**src/sv/rtt_ram.sv**
```systemverilog
`timescale 1ns / 1ps
module rtt_ram #(
   parameter int Width = 8,
   parameter int Depth = 32
) (
   input  logic                     clock,
   input  logic                     wr_en,
   input  logic [$clog2(Depth)-1:0] wr_addr,
   input  logic [Width-1:0]         wr_data,
   input  logic [$clog2(Depth)-1:0] rd_addr,
   output logic [Width-1:0]         rd_data
);
   logic [Width-1:0] mem [Depth];

   always_ff @(posedge clock) begin
      if (wr_en) begin
         mem[wr_addr] <= wr_data;
      end
      rd_data <= mem[rd_addr];
   end
endmodule

```
**config.mk**
```make
export PLATFORM = sky130hd
export DESIGN_NAME = rtt_ram
export DESIGN_NICKNAME = d
export VERILOG_FILES = /design/src/sv/rtt_ram.sv
export SDC_FILE = /design/constraint.sdc
export NUM_CORES = 1
export LEC_CHECK = 0
export ABC_AREA = 1
export ABC_CLOCK_PERIOD_IN_PS = 1400
export BUFFER_PORTS_ARGS = -buffer_cell sky130_fd_sc_hd__buf_4
export CORE_UTILIZATION = 62
export DETAILED_ROUTE_END_ITERATION = 16
export GPL_TIMING_DRIVEN = 1
export PLACE_DENSITY = 0.77
export SLEW_MARGIN = 25
export SYNTH_ARGS = -nofsm -noshare
export SYNTH_HDL_FRONTEND = slang
export SYNTH_SLANG_ARGS = --single-unit
export TNS_END_PERCENT = 10
```
**constraint.sdc**
```tcl
create_clock -name clock -period 1.4 [get_ports clock]
set_input_delay 0.21 -clock clock [delete_from_list [all_inputs] [get_ports clock]]
set_output_delay 0.21 -clock clock [all_outputs]
set_load 0.01 [all_outputs]
```
==> impl_metrics.env <==
export IMPL_number_of_hold_violations_in_the_final_report=0
export IMPL_maxClockFrequency_mhz=784
export IMPL_count_of_vias_placed_by_the_detailed_router=7226
export IMPL_grt_antenna_before_repair=0
export IMPL_dpl_hpwl_um=15000
export IMPL_port_buffer_count=27
export IMPL_max_clock_path_buffers=3
export IMPL_dieArea_mm2=0.0179
export IMPL_power_leakage_nw=4.72
export IMPL_worst_clock_skew_on_the_final_layout_ns=0.0134
export IMPL_crit_type="flip-flop to output pin"
export IMPL_cts_resized=0
export IMPL_wire_length_of_the_first_global_routing_pass_um=38400
export IMPL_finalCriticalPeriod_ns=1.28
export IMPL_h_tree_depth=1
export IMPL_grt_max_degree=65
export IMPL_synthDominantCellAreaShare_pct=71.3
export IMPL_die_h_um=134
export IMPL_synth_area_per_cell_um2=11.7
export IMPL_most_frequent_cells_in_the_layout="360 x sky130_fd_sc_hd__nand2_1, 256 x sky130_fd_sc_hd__edfxtp_1, 204 x sky130_fd_sc_hd__nand3_1"
export IMPL_rsz0062_at_grt="false"
export IMPL_cp_slowest_stage_delay_ns=0.39
export IMPL_start_util_pct=64.4
export IMPL_mostFrequentLayoutCell="sky130_fd_sc_hd__nand2_1"
export IMPL_routed_wl_um=24400
export IMPL_grt_remaining_overflow=0
export IMPL_r2r_worst_path_cells=8
export IMPL_yosys_warnings=0
export IMPL_final_max_slew_violation_count=0
export IMPL_nets=1008
export IMPL_gr_util_all_layers_pct=28.7
export IMPL_synth_yosys_seq_area_share_pct=72.8
export IMPL_reg2reg_from="mem[21][7]$_DFFE_PP_"
export IMPL_slew_headroom_pct=72.6
export IMPL_pre_cts_slack_ns=-0.112
export IMPL_final_setup_viol_count=0
export IMPL_fillers=1127
export IMPL_worst_ir_drop_vdd_v=0.00118
export IMPL_flow_area_growth_from_synthesis_pct=15.1
export IMPL_yosys_area_top_type="sky130_fd_sc_hd__edfxtp_1"
export IMPL_die_width_um=134
export IMPL_post_route_cell_area_mm2=0.0124
export IMPL_num_io_pins=28
export IMPL_power_per_cell_area_mw_per_mm2=1390
export IMPL_wire_per_inst_um=19.9
export IMPL_clock_insertion_delay_worst_skew_ns=0.53
export IMPL_final_antenna_net_count=0
export IMPL_netlist_instances=922
export IMPL_yosys_top_cells_area="sky130_fd_sc_hd__edfxtp_1 71%, sky130_fd_sc_hd__nand2_1 13%, sky130_fd_sc_hd__nand3_1 9.5%"
export IMPL_post_route_cells_drive_above_1_share_pct=13.2
export IMPL_tightestPinTransition_ns=0.411
export IMPL_synth_net_count=942
export IMPL_hold_class="primary input to flip-flop"
export IMPL_setup_reg_to_reg_worst_slack_ns=0.23
export IMPL_worstSetupEndpointType="output pin"
export IMPL_drc_errors=0
export IMPL_holdWs_ns=0.113
export IMPL_worstPathRequired_ns=1.19
export IMPL_r2r_end="rd_data[7]$_DFF_P_"
export IMPL_clock_sinks=264
export IMPL_crit_arrival_ns=1.07
export IMPL_cpMaxStageDelayCell="sky130_fd_sc_hd__dfxtp_1"
export IMPL_critical_path_buf_inv_count=1
export IMPL_path_delay_family="flip-flops"
export IMPL_synth_ff_latch_count=264
export IMPL_initialDrtViolationCount=800
export IMPL_timing_final_ws_setup_ns=0.124
export IMPL_worst_setup_path_startpoint="rd_data[6]$_DFF_P_"
export IMPL_antenna_cells=0
export IMPL_cts_inserted_buffers=27
export IMPL_viasPerCell=5.88
export IMPL_drt_first_pass_iters=5
export IMPL_crit_cells=1
export IMPL_cp_cell_sequence="buf_4"
export IMPL_maxCapViolCount=0
export IMPL_yosys_cell_types_count=12
export IMPL_vias_in_the_first_global_route=7005
export IMPL_row_count=47
export IMPL_finalCritPeriodShare_pct=91.1
export IMPL_globalplace_congestion=0.838
export IMPL_timing_critical_path_fanout_max=1
export IMPL_run_status="complete, no violations"
export IMPL_clock_root_buffer="sky130_fd_sc_hd__clkbuf_16"
export IMPL_placed_area_mm2=0.0115
export IMPL_floorplan_core_area_mm2=0.0168
export IMPL_post_cts_setup_buffer_count=0
export IMPL_crit_path_end="rd_data[6]"
export IMPL_clk_transition_reported_paths_ns=0.06
export IMPL_synth_area_mm2=0.0108
export IMPL_worstSetupStartpointType="flip-flop"
export IMPL_tritoncts="yes"
where the power goes:
group	total (mW)	switching (mW)	internal, mW
sequential	8.83	0.0476	8.78
combinational	1.14	0.758	0.379
clock	7.34	2.90	4.44
what timing repair did:
item | 4_1_cts | 5_1_grt
hold endpoints to repair | 6 | 0
hold buffers | 1 | 0
endpoints found under the setup margin | 0 | 0
how the worst min path moves through the flow:
stage | from | endpoint | slack, ns | cells after the start
CTS | wr_data[5] | mem[16][5]$_DFFE_PP_ | 0.11 | 1
floorplan | wr_data[0] | mem[0][0]$_DFFE_PP_ | 0.31 | 0
detailed placement | rd_addr[4] | rd_data[1]$_DFF_P_ | 0.49 | 3
global placement | rd_addr[4] | rd_data[1]$_DFF_P_ | 0.49 | 3
finish | wr_data[5] | mem[30][5]$_DFFE_PP_ | 0.11 | 1
global route | wr_data[5] | mem[30][5]$_DFFE_PP_ | 0.12 | 1
state kept, by name, summed over array words and instances (netlist names):
signal / cells
mem: 256
rd_data: 8
metrics by stage:
| stage | std cells | total power [mW] | utilization [%] | setup TNS (ns) |
|---|---|---|---|---|
| 6_report | 1228 | 17.3 | 74.1 | 0 |
| 2_1_floorplan | 922 | 9.62 | - | 0 |
| 3_5_place_dp | 1178 | 10.1 | 68.6 | -0.341 |
| 3_3_place_gp | 1178 | 10.1 | 68.6 | -0.180 |
| 4_1_cts | 1228 | 17.4 | 74.1 | 0 |
| 5_1_grt | 1228 | 17.8 | 74.1 | 0 |
final cells by class:
| cell class | instances | area (um2) | share of cell area, % |
|---|---|---|---|
| repair buffers | 89 | 846 | 6.81 |
| clock inverters | 20 | 231 | 1.86 |
| clock buffers | 29 | 683 | 5.50 |
| flip-flops and latches | 264 | 7850 | 63.2 |
| multi-input cells | 596 | 2490 | 20.1 |
| inverters | 10 | 38.8 | 0.312 |
| well taps | 220 | 275 | 2.22 |
logic make-up (layout without fill, tap and decap cells):
logic type,count (synthesis),after routing,synth area share (%)
and+or+nand+nor,596,596,23.1
buffers and inverters,62,148,4.14
DFF,264,264,72.8
layer usage:
layer	vias up	share of wire, %	GRT usage (%)
met2	349	49	46.5
met3	45	8.8	4.46
met4	0	2.3	9.34
met1	3501	40	40.3
met5	-	0	0
li1	3331	-	-
Yosys cell counts:
cell                       count
sky130_fd_sc_hd__inv_2         2
sky130_fd_sc_hd__nand3_1     204
sky130_fd_sc_hd__buf_4         4
sky130_fd_sc_hd__nand2_1     360
sky130_fd_sc_hd__clkbuf_1      7
sky130_fd_sc_hd__buf_1         2
sky130_fd_sc_hd__nor2_1       32
sky130_fd_sc_hd__buf_2        15
sky130_fd_sc_hd__inv_1         8
sky130_fd_sc_hd__edfxtp_1    256
sky130_fd_sc_hd__buf_6        24
sky130_fd_sc_hd__dfxtp_1       8
(Power assumes the default switching activity.)
